## src/hw/rtl/cbsg_pkg.sv

```systemverilog
`timescale 1ns / 1ps
// ----------------------------------------------------------------------------
// cbsg_pkg
// shared types and fixed field widths of the bezier segment generator
// ----------------------------------------------------------------------------
package cbsg_pkg;

  localparam int COLOR_W = 16;
  localparam int STEPS_W = 7;

  // per-segment control that travels beside the datapath
  typedef struct packed {
    logic               first;
    logic               last;
    logic               fill;
    logic [COLOR_W-1:0] color;
  } ctl_t;

endpackage

```

## src/hw/rtl/cbsg_divide.sv

```systemverilog
`timescale 1ns / 1ps
// ----------------------------------------------------------------------------
// cbsg_divide
// pipelined restoring divider, one quotient bit per stage, both axes
// ----------------------------------------------------------------------------
module cbsg_divide #(
  parameter int DW = 21,
  parameter int CB = 16
) (
  input  logic                   clk_i,
  input  logic                   rst_ni,
  input  logic                   en_i,
  input  logic                   vld_i,
  input  cbsg_pkg::ctl_t         ctl_i,
  input  logic [1:0][DW+CB-1:0]  mag_i,
  input  logic [1:0]             neg_i,
  input  logic [DW-1:0]          d_i,
  input  logic [2*CB-1:0]        p0_i,
  output logic                   vld_o,
  output cbsg_pkg::ctl_t         ctl_o,
  output logic [1:0][CB-1:0]     quo_o,
  output logic [1:0]             neg_o,
  output logic [2*CB-1:0]        p0_o
);

  // the quotient is known to fit in CB bits, so the top of the
  // dividend is already a valid partial remainder
  logic [1:0][DW-1:0]  rem_q [CB];
  logic [1:0][CB-1:0]  dq_q  [CB];
  logic                vld_q [CB];
  cbsg_pkg::ctl_t      ctl_q [CB];
  logic [1:0]          neg_q [CB];
  logic [DW-1:0]       d_q   [CB];
  logic [2*CB-1:0]     p0_q  [CB];

  for (genvar s = 0; s < CB; s++) begin : g_stage
    logic [1:0][DW-1:0]  rem_in;
    logic [1:0][CB-1:0]  dq_in;
    logic                vld_in;
    cbsg_pkg::ctl_t      ctl_in;
    logic [1:0]          neg_in;
    logic [DW-1:0]       d_in;
    logic [2*CB-1:0]     p0_in;
    logic [1:0][DW-1:0]  rem_d;
    logic [1:0][CB-1:0]  dq_d;
    logic [DW:0]         trial [2];
    logic [1:0]          ge;

    if (s == 0) begin : g_head
      always_comb begin
        for (int a = 0; a < 2; a++) begin
          rem_in[a] = mag_i[a][DW+CB-1:CB];
          dq_in[a]  = mag_i[a][CB-1:0];
        end
      end
      assign vld_in = vld_i;
      assign ctl_in = ctl_i;
      assign neg_in = neg_i;
      assign d_in   = d_i;
      assign p0_in  = p0_i;
    end else begin : g_body
      assign rem_in = rem_q[s-1];
      assign dq_in  = dq_q[s-1];
      assign vld_in = vld_q[s-1];
      assign ctl_in = ctl_q[s-1];
      assign neg_in = neg_q[s-1];
      assign d_in   = d_q[s-1];
      assign p0_in  = p0_q[s-1];
    end

    // shift in the next dividend bit, subtract when it fits
    always_comb begin
      for (int a = 0; a < 2; a++) begin
        trial[a] = {rem_in[a], dq_in[a][CB-1]};
        ge[a]    = trial[a] >= {1'b0, d_in};
        rem_d[a] = ge[a] ? DW'(trial[a] - {1'b0, d_in}) : DW'(trial[a]);
        dq_d[a]  = {dq_in[a][CB-2:0], ge[a]};
      end
    end

    always_ff @(posedge clk_i or negedge rst_ni) begin
      if (!rst_ni) begin
        vld_q[s] <= 1'b0;
      end else if (en_i) begin
        vld_q[s] <= vld_in;
      end
    end

    always_ff @(posedge clk_i) begin
      if (en_i) begin
        rem_q[s] <= rem_d;
        dq_q[s]  <= dq_d;
        ctl_q[s] <= ctl_in;
        neg_q[s] <= neg_in;
        d_q[s]   <= d_in;
        p0_q[s]  <= p0_in;
      end
    end
  end

  assign vld_o = vld_q[CB-1];
  assign ctl_o = ctl_q[CB-1];
  assign quo_o = dq_q[CB-1];
  assign neg_o = neg_q[CB-1];
  assign p0_o  = p0_q[CB-1];

endmodule

```

## config.mk

```make
export PLATFORM = sky130hd
export DESIGN_NAME = cbsg_divide
export DESIGN_NICKNAME = d
export VERILOG_FILES = /design/src/hw/rtl/cbsg_pkg.sv /design/src/hw/rtl/cbsg_divide.sv
export SDC_FILE = /design/constraint.sdc
export NUM_CORES = 2
export LEC_CHECK = 0
export ABC_AREA = 1
export BUFFER_PORTS_ARGS = -buffer_cell sky130_fd_sc_hd__buf_4
export CAP_MARGIN = 5
export CORE_ASPECT_RATIO = 0.8
export CORE_MARGIN = 8
export CORE_UTILIZATION = 64
export DETAILED_ROUTE_END_ITERATION = 10
export PLACE_DENSITY = 0.87
export SYNTH_ARGS = -nofsm -noshare
export SYNTH_HDL_FRONTEND = slang
export SYNTH_SLANG_ARGS = --single-unit
```

## constraint.sdc

```tcl
create_clock -name clk_i -period 2.9 [get_ports clk_i]
set_input_delay 0.145 -clock clk_i [delete_from_list [all_inputs] [get_ports clk_i]]
set_output_delay 0.145 -clock clk_i [all_outputs]
set_load 0.02 [all_outputs]
```

==> impl_metrics.toml <==
[cells_and_area]
nNetsFinal = 15030
drive_gt1_share_pct = 8.007
fillerInstances = 13910
layout_common_cells = "5036 x nand2_1, 2305 x edfxtp_1, 1968 x inv_1"
syn_to_final_growth_pct = 12.92
mostFrequentLayoutCell = "nand2_1"
regArea_um2 = 69620
multi_input_area_um2 = 44720
finalNonFillerCells = 16910

[logic_synthesis]
synthCells = 13390
syn_avg_cell_area_um2 = 9.225
netlist_area_um2 = 123600
synth_area_leader_cell = "edfxtp_1"
synth_seq_cells = 2321
synth-edff-count = 2305
synthFlopType = "edfxtp_1"
ys_warn_count = 0
synth_area_leaders = "edfxtp_1 56%, nand2_1 15%, ha_1 6.8%"
ys_seq_area_share_pct = 56.34
syn_nets = 14250
synth.distinct_cells = 38
synthArstFlopShare_pct = 0.6894
synth_top_area_share_pct = 56.02

[setup_path]
slowest_stage = "edfxtp_1"
cpPeakStageDelay_ns = 0.52
regToRegSetupSlack_ns = 0.03
worstSetupStartpointType = "flop"
crit_fanout = 9
required_ns = 3.45
crit_arrival_ns = 3.42
crit_top_cell = "nand2_1"
worst-setup-path-type = "flop to flop"
crit_buf_inv = 3
crit_chain = "inv_1, ha_1, nand2_1, nand2_1, nand3_1, nand2_1, nand2_1, nand2_1, nand2_2, nand2_4, inv_2, buf_4, nand2_1, nand2_1"
endpoint_kind = "flop"
cp_top_family = "simple AND/OR/NAND/NOR gates"

[detailed_routing]
wl_per_cell_um = 21.72
drtIter0Drc = 13620
dr.pass1.iters = 10
postRouteAntennaNets = 0
routed_wl_mm = 367.3
drc = 0
viasPerCell = 5.659
vias = 95710

[floorplanning]
die_area_um2 = 207500
rows = 144
core_area_um2 = 192200
die_h_um = 409.0
io_pins = 238
initial_utilization_pct = 64.27
fp.dieW_um = 507.2

[timing]
hold_violations = 0
finalSetupViolCount = 0
max_freq_mhz = 348.3
period_minus_slack_ns = 2.871
worstMarginPinSlew_ns = 0.9746
post-route-period-util_pct = 99.00
slew_headroom_pct = 35.03
tns_ns = 0
rsz0062_at_grt = "no"
slew_violations = 0
clock_skew_ns = 0.08132
fin_hold_ws_ns = 0.03761

[grt]
antenna_found_initial = 18
grt_pass1_wl_mm = 544.8
grt_pass1_vias = 88880
grt_overflow = 0
track_usage_pct = 34.50
grt_start_max_net_pins = 122

[flow_run]
maxCapViolCount = 0

[worst_hold_path]
hold_class = "input pin to flop"

[status]
outcome = "completed"

[clocking]
clkLatencyLatePin_ns = 0.89
numClockSinks = 2321
clkSlewWorstSetupHoldPaths_ns = 0.07
cts_htree_levels = 4
cts_tree = "yes"
cts_buffer_depth = 3
cts_made_buffers = 216
cts_root_buffer = "clkbuf_16"

[pwr]
vdd_ir_drop_max_mv = 0.6569
leakagePower_nw = 65.11
p_per_area_nw_per_um2 = 1013

[place]
port_buffers = 237
dpl.cell_count = 16260
dp_hpwl_mm = 277.9
routabilityCongestion = 1.031
-- area by class of cell --
| type | instances | share of cell area (%) |
|---|---|---|
| Antenna cell | 7 | 0.01255 |
| Clock buffer | 255 | 4.051 |
| Clock inverter | 142 | 1.289 |
| Inverter | 2038 | 5.507 |
| Multi-Input combinational cell | 8860 | 32.05 |
| Sequential cell | 2321 | 49.90 |
| Tap cell | 2555 | 2.291 |
| Timing Repair Buffer | 734 | 4.904 |
-- layer usage --
layer | vias to the layer above | share of wire, % | track usage (%)
met2 | 6003 | 41 | 48.88
met4 | 10 | 2.9 | 8.575
met5 | - | 0.019 | 0
met3 | 752 | 14 | 9.131
met1 | 44070 | 43 | 53.08
li1 | 44880 | - | -
-- where the power goes --
part	leakage [nW]	switching, W	total (W)	internal, W
Clock	3.57	0.0134	0.0299	0.0165
Combinational	38.8	0.0390	0.0587	0.0197
Sequential	22.8	0.00688	0.0528	0.0459
Total	65.1	0.0593	0.141	0.0820
-- worst paths after layout --
| check | start | to | cells after the start |
|---|---|---|---|
| max | d_q[0][107] | rem_q[0][260] | 14 |
| min | ctl_i[1] | ctl_q[0][1] | 2 |
| max reg2reg | d_q[0][107] | rem_q[0][260] | 14 |
| min reg2reg | neg_q[0][8] | neg_q[0][10] | 0 |
| max in group asynchronous | rst_ni | g_stage[1].vld_in | 3 |
| min in group asynchronous | rst_ni | g_stage[4].vld_in | 3 |
-- stage by stage --
| stage | worst slack [ns] | power (W) | instance area, um^2 | util (%) |
|---|---|---|---|---|
| after floorplan | 0.8003 | 0.08964 | 123600 | - |
| after global placement | 0.1315 | 0.1075 | 129600 | 67.41 |
| after global routing | 0.004905 | 0.1489 | 139500 | 72.57 |
| after CTS | 0.06408 | 0.1388 | 139400 | 72.50 |
| after detailed placement | 0.1479 | 0.1082 | 129600 | 67.41 |
| final | 0.02889 | 0.1413 | 139500 | 72.58 |
-- registers in the layout, indices dropped and copies added (netlist names) --
register,count
rem_q,630
dq_q,512
p0_q,512
d_q,315
ctl_q,304
neg_q,32
g_stage.vld_in,15
vld_o,1
-- repair_timing --
item	CTS	global route
setup endpoints to repair	0	119
hold buffers	234	0
hold endpoints to repair	200	0
buffers inserted	0	11
resized for setup	0	24
-- synthesized netlist by cell type, types with 28 or more instances --
library cell  count
nand2_1        5037
edfxtp_1       2305
inv_1          1969
nor2_1          882
nand3_1         851
ha_1            672
a21oi_1         438
xor2_1          239
nand3b_1        138
nand2_2         116
buf_4            95
buf_6            75
inv_2            66
nand4_1          62
o21bai_1         61
o21ai_0          47
nor3_1           34
and3_1           30
fa_1             30
nor3_2           30
o21a_1           30
or2_2            30
and2_1           29
nor2_2           28
-- kinds of logic (layout without fill, tap and decap cells) --
| logic type | after synthesis | count (layout) | share of synthesized area (%) |
|---|---|---|---|
| other | 0 | 7 | 0 |
| AO/OA/AOI/OAI | 581 | 581 | 2.550 |
| buffers and inverters | 2212 | 3169 | 7.479 |
| multiplexers | 2 | 2 | 0.01823 |
| XOR/XNOR | 240 | 240 | 1.701 |
| AND/OR/NAND/NOR | 7335 | 7335 | 24.62 |
| adder cells (fa/ha/maj) | 702 | 702 | 7.291 |
| flip-flops | 2321 | 2321 | 56.34 |
Note: power is estimated with default switching activity, not from simulation.
