===== config.mk =====
export PLATFORM = sky130hd
export DESIGN_NAME = cbsg_weights
export DESIGN_NICKNAME = d
export VERILOG_FILES = /design/src/hw/rtl/cbsg_pkg.sv /design/src/hw/rtl/cbsg_weights.sv
export SDC_FILE = /design/constraint.sdc
export NUM_CORES = 2
export LEC_CHECK = 0
export BUFFER_PORTS_ARGS = -buffer_cell sky130_fd_sc_hd__buf_2
export CORE_MARGIN = 2
export CORE_UTILIZATION = 55
export DETAILED_ROUTE_END_ITERATION = 8
export PLACE_DENSITY = 0.87
export SLEW_MARGIN = 40
export SYNTH_ARGS = -nofsm -noshare
export SYNTH_HDL_FRONTEND = slang
export SYNTH_SLANG_ARGS = --single-unit

===== constraint.sdc =====
create_clock -name clk_i -period 8.7 [get_ports clk_i]
set_clock_uncertainty 0.2 [all_clocks]
set_input_delay 0.435 -clock clk_i [delete_from_list [all_inputs] [get_ports clk_i]]
set_output_delay 0.435 -clock clk_i [all_outputs]
set_load 0.05 [all_outputs]

===== src/hw/rtl/cbsg_pkg.sv =====
`timescale 1ns / 1ps
// ----------------------------------------------------------------------------
// cbsg_pkg
// shared types and fixed field widths of the bezier segment generator
// ----------------------------------------------------------------------------
package cbsg_pkg;

  localparam int COLOR_W = 16;
  localparam int STEPS_W = 7;

  // per-segment control that travels beside the datapath
  typedef struct packed {
    logic               first;
    logic               last;
    logic               fill;
    logic [COLOR_W-1:0] color;
  } ctl_t;

endpackage


===== src/hw/rtl/cbsg_weights.sv =====
`timescale 1ns / 1ps
// ----------------------------------------------------------------------------
// cbsg_weights
// two stages forming the bernstein weights u^3, 3u^2k, 3uk^2, k^3 and n^3
// ----------------------------------------------------------------------------
module cbsg_weights #(
  parameter int SB = 7,
  parameter int DW = 21,
  parameter int CB = 16
) (
  input  logic                        clk_i,
  input  logic                        rst_ni,
  input  logic                        en_i,
  input  logic                        vld_i,
  input  cbsg_pkg::ctl_t              ctl_i,
  input  logic [SB-1:0]               k_i,
  input  logic [SB-1:0]               u_i,
  input  logic [SB-1:0]               n_i,
  input  logic [8*CB-1:0]             pts_i,
  output logic                        vld_o,
  output cbsg_pkg::ctl_t              ctl_o,
  output logic [3:0][DW-1:0]          w_o,
  output logic [DW-1:0]               d_o,
  output logic [8*CB-1:0]             pts_o
);

  logic                s1_vld_q;
  cbsg_pkg::ctl_t      s1_ctl_q;
  logic [2*SB-1:0]     u2_q, k2_q, uk_q, n2_q;
  logic [SB-1:0]       s1_k_q, s1_u_q, s1_n_q;
  logic [8*CB-1:0]     s1_pts_q;
  logic [3:0][DW-1:0]  w_d;
  logic [DW-1:0]       d_d;
  logic [DW-1:0]       t1, t2;

  // stage one: squares and cross product
  always_ff @(posedge clk_i or negedge rst_ni) begin
    if (!rst_ni) begin
      s1_vld_q <= 1'b0;
    end else if (en_i) begin
      s1_vld_q <= vld_i;
    end
  end

  always_ff @(posedge clk_i) begin
    if (en_i) begin
      u2_q     <= {{SB{1'b0}}, u_i} * {{SB{1'b0}}, u_i};
      k2_q     <= {{SB{1'b0}}, k_i} * {{SB{1'b0}}, k_i};
      uk_q     <= {{SB{1'b0}}, u_i} * {{SB{1'b0}}, k_i};
      n2_q     <= {{SB{1'b0}}, n_i} * {{SB{1'b0}}, n_i};
      s1_k_q   <= k_i;
      s1_u_q   <= u_i;
      s1_n_q   <= n_i;
      s1_ctl_q <= ctl_i;
      s1_pts_q <= pts_i;
    end
  end

  // stage two: cubes and the factor of three
  always_comb begin
    t1     = DW'(u2_q) * DW'(s1_k_q);
    t2     = DW'(uk_q) * DW'(s1_k_q);
    w_d[0] = DW'(u2_q) * DW'(s1_u_q);
    w_d[1] = (t1 << 1) + t1;
    w_d[2] = (t2 << 1) + t2;
    w_d[3] = DW'(k2_q) * DW'(s1_k_q);
    d_d    = DW'(n2_q) * DW'(s1_n_q);
  end

  always_ff @(posedge clk_i or negedge rst_ni) begin
    if (!rst_ni) begin
      vld_o <= 1'b0;
    end else if (en_i) begin
      vld_o <= s1_vld_q;
    end
  end

  always_ff @(posedge clk_i) begin
    if (en_i) begin
      w_o   <= w_d;
      d_o   <= d_d;
      ctl_o <= s1_ctl_q;
      pts_o <= s1_pts_q;
    end
  end

endmodule


==> results by group <==
Cells and area
  • Fin util: approximately 65%
  • Final #Nets: ~4400
  • Area Growth Syn to Fin: 17.9%
  • Share of layout cells above drive strength 1: 15.2%

Synth
  • Most common cell in the netlist: edfxtp_1
  • Main synth FF type: edfxtp_1
  • Syn_area_per_cell: around 12 µm²
  • Area contributors post-synth: edfxtp_1 41%, fa_1 20%, ha_1 12%, and2_1 5.1%, inv_1 4.7%
  • Yosys Warn Count: 0
  • EDFF count, synth: 470
  • Top cells by count, synth: 470 x edfxtp_1, 440 x inv_1, 350 x fa_1
  • Cells after Synth: 2929
  • Yosys reg bits: 472
  • Synth area leader: edfxtp_1
  • Synth unique cells: 66
  • Sequential-to-total area share from yosys stat: roughly 41%
  • Ys async rst share: less than 1%
  • Synth Cell Area: 34800 µm²
  • Top cell type's share of synthesized area: approximately 41%

Route
  • DRT iter0 DRCs: just over 2000
  • Vias post-DR: ~24000
  • Routed len/inst: 18.6 µm
  • Drt total wl: between 80000 and 90000 µm
  • DRC: 0
  • DRT Pass-1 Iters: 6
  • Final ANT Viol Nets: 0
  • Routed vias/inst: ~5.4

Worst setup path
  • RR Endpoint: w_o[62]
  • Cells on worst reg2reg path: 24
  • CP startpoint kind: register
  • R2r setup slk: 1.31 ns
  • Crit path capture type: register
  • Req. time, crit path: 8.82 ns
  • Critical Path Source: s1_k_q[5]
  • Critical Path Fanout Max: 19
  • Critical path class: reg2reg
  • Worst EP arrival: 7.51 ns
  • Worst r2r src: s1_k_q[5]
  • Crit path to: w_o[62]

Timing
  • Relative slew slack: 47.5%
  • Slew Viols, Final: 0
  • Slew at the pin closest to its max-slew limit: approximately 0.79 ns
  • Unrepaired setup endpoints after global routing: false
  • Setup WS post-layout: 1.31 ns
  • Finish-stage setup viols: 0
  • Min cycle time layout: 7.39 ns
  • Final Hold Fails: 0
  • Fmax: 135 MHz
  • Hold WS: 0.0396 ns
  • Post-Route Setup TNS: 0 ns
  • Final cycle utilization of the critical path: 84.9%

Floorplanning
  • Core area: around 63000 µm²
  • I/O pin count: 425
  • Die H: 256 µm
  • Die Wd: 256 µm
  • Die area: between 60000 and 70000 µm²
  • Row count: 92
  • Initial Util: 55.4%

GRT
  • Global-route wire length before repair: 132000 µm
  • Grt ovf: 0
  • Gr usage total: approximately a quarter
  • Number of global-route vias before repair: around 25000
  • Initial antenna violation count: 5
  • Largest net degree at the start of global routing: 100

Clock network
  • Clock transition at path regs: 0.06 ns
  • TritonCTS clock tree: built
  • Clock root buffer: clkbuf_16
  • Clock Latency Late Sink: 0.60 ns
  • Post-CTS Repair Setup Buffers: 0
  • CTS Buffer Depth: 3
  • Sink Count: 472
  • Htree depth: 2
  • TritonCTS buffer count: 49

Run
  • Max-cap violations: 0

Placed design
  • Post-DP HPWL: 56200 µm
  • Pre-CTS WS: 1.36 ns
  • Port bufs: 424
  • Placer Congestion: 0.857

Worst hold path
  • Hold path startpoint: u_i[6]
  • Worst min-delay path class: in2reg

Run status
  • Status: completed
==> final cells by class <==
| type | instances | area, µm² |
|---|---|---|
| Clock buffer | 58 | 1260 |
| Multi-Input combinational cell | 1954 | 18800 |
| Inverter | 440 | 1650 |
| Antenna cell | 6 | 15.0 |
| Fill cell | 4412 | 21800 |
| Timing Repair Buffer | 594 | 3840 |
| Clock inverter | 31 | 300 |
| Sequential cell | 472 | 14200 |
| Tap cell | 846 | 1060 |
==> placed cells by master (no fill, tap or decap), types with 4 or more instances in the layout <==
| cell | count |
|---|---|
| xnor3_1 | 4 |
| clkbuf_16 | 49 |
| fa_1 | 350 |
| nand3_1 | 16 |
| o21a_1 | 18 |
| conb_1 | 12 |
| buf_4 | 8 |
| o21bai_1 | 39 |
| and3_1 | 17 |
| o21ai_0 | 33 |
| a31o_2 | 9 |
| inv_1 | 440 |
| nor2_1 | 62 |
| ha_1 | 330 |
| o31ai_1 | 4 |
| clkinv_2 | 8 |
| or3_1 | 7 |
| clkinv_1 | 11 |
| o211ai_1 | 4 |
| dlygate4sd3_1 | 157 |
| and2_1 | 286 |
| nand2_1 | 323 |
| a211oi_1 | 8 |
| xor2_1 | 43 |
| buf_2 | 423 |
| bufinv_16 | 4 |
| a21oi_1 | 109 |
| nor3_1 | 15 |
| diode_2 | 6 |
| a31oi_1 | 7 |
| xnor2_1 | 124 |
| clkbuf_1 | 9 |
| edfxtp_1 | 470 |
| nand2b_1 | 13 |
| o21ai_1 | 4 |
| a21o_1 | 36 |
| mux2_2 | 5 |
| nor2b_1 | 20 |
==> sequential cells by signal (all words and copies together) (netlist names), 6 cells and up <==
signal / count
ctl_o: 19
u2_q: 13
n2_q: 13
s1_k_q: 6
uk_q: 14
s1_u_q: 6
k2_q: 13
s1_pts_q: 128
pts_o: 128
d_o: 21
s1_ctl_q: 19
w_o: 84
s1_n_q: 6
==> how the worst min path moves through the flow <==
stage | endpoint | slack [ns] | depth (start not counted)
final | s1_u_q[6] | 0.04 | 1
after global routing | s1_u_q[6] | 0.02 | 1
after CTS | s1_u_q[6] | 0.009 | 1
after detailed placement | vld_o | 0.03 | 1
after global placement | vld_o | 0.02 | 1
after floorplan | s1_vld_q | -0.06 | 0
==> cell families (layout without fill, tap and decap cells) <==
group | count (synthesis) | count (layout) | share of synthesized area [%]
AND/OR/NAND/NOR | 776 | 776 | 11.1
AO/OA/AOI/OAI | 305 | 305 | 5.83
flip-flops | 472 | 472 | 40.7
buffers and inverters | 513 | 1123 | 5.53
XOR/XNOR | 174 | 174 | 4.63
multiplexers | 7 | 7 | 0.219
adder cells (fa/ha/maj) | 680 | 680 | 32.0
other | 2 | 18 | 0.0216
==> per-layer routing <==
metal | global-route usage [%] | wire length (µm) | vias up
met5 | 0 | 12 | -
li1 | - | - | 10800
met3 | 3.63 | 5530 | 198
met2 | 45.9 | 42800 | 993
met1 | 30.3 | 30300 | 11700
met4 | 9.75 | 3270 | 2
==> stage by stage <==
step | cells | cell area (µm²)
floorplan | 2939 | 34900
global placement | 4147 | 37900
detailed placement | 4149 | 37900
CTS | 4395 | 41100
global route | 4399 | 41100
finish | 4401 | 41100
==> worst max-delay path, cell delays in order (launching register included) <==
cell	delay, ns
edfxtp_1	0.78
and2_1	0.26
fa_1	0.45
fa_1	0.48
fa_1	0.50
inv_1	0.05
fa_1	0.47
inv_1	0.05
ha_1	0.31
o21a_1	0.20
nor2_1	0.36
nor2_1	0.20
a21o_1	0.21
a21oi_1	0.16
xnor2_1	0.10
ha_1	0.35
nand2_1	0.06
o21ai_0	0.34
nor4_1	0.10
nor3_1	0.30
a31oi_1	0.19
o31ai_2	0.29
a31o_1	0.24
a31oi_2	0.12
xnor3_1	0.33
==> what timing repair did <==
action                                 CTS  global route
hold buffers                           157             0
endpoints found under the hold margin  157             0
gates resized for setup                  0             0
Power is not shown: default switching activity piles up to over one toggle a cycle in this logic, so the estimate is an artifact.
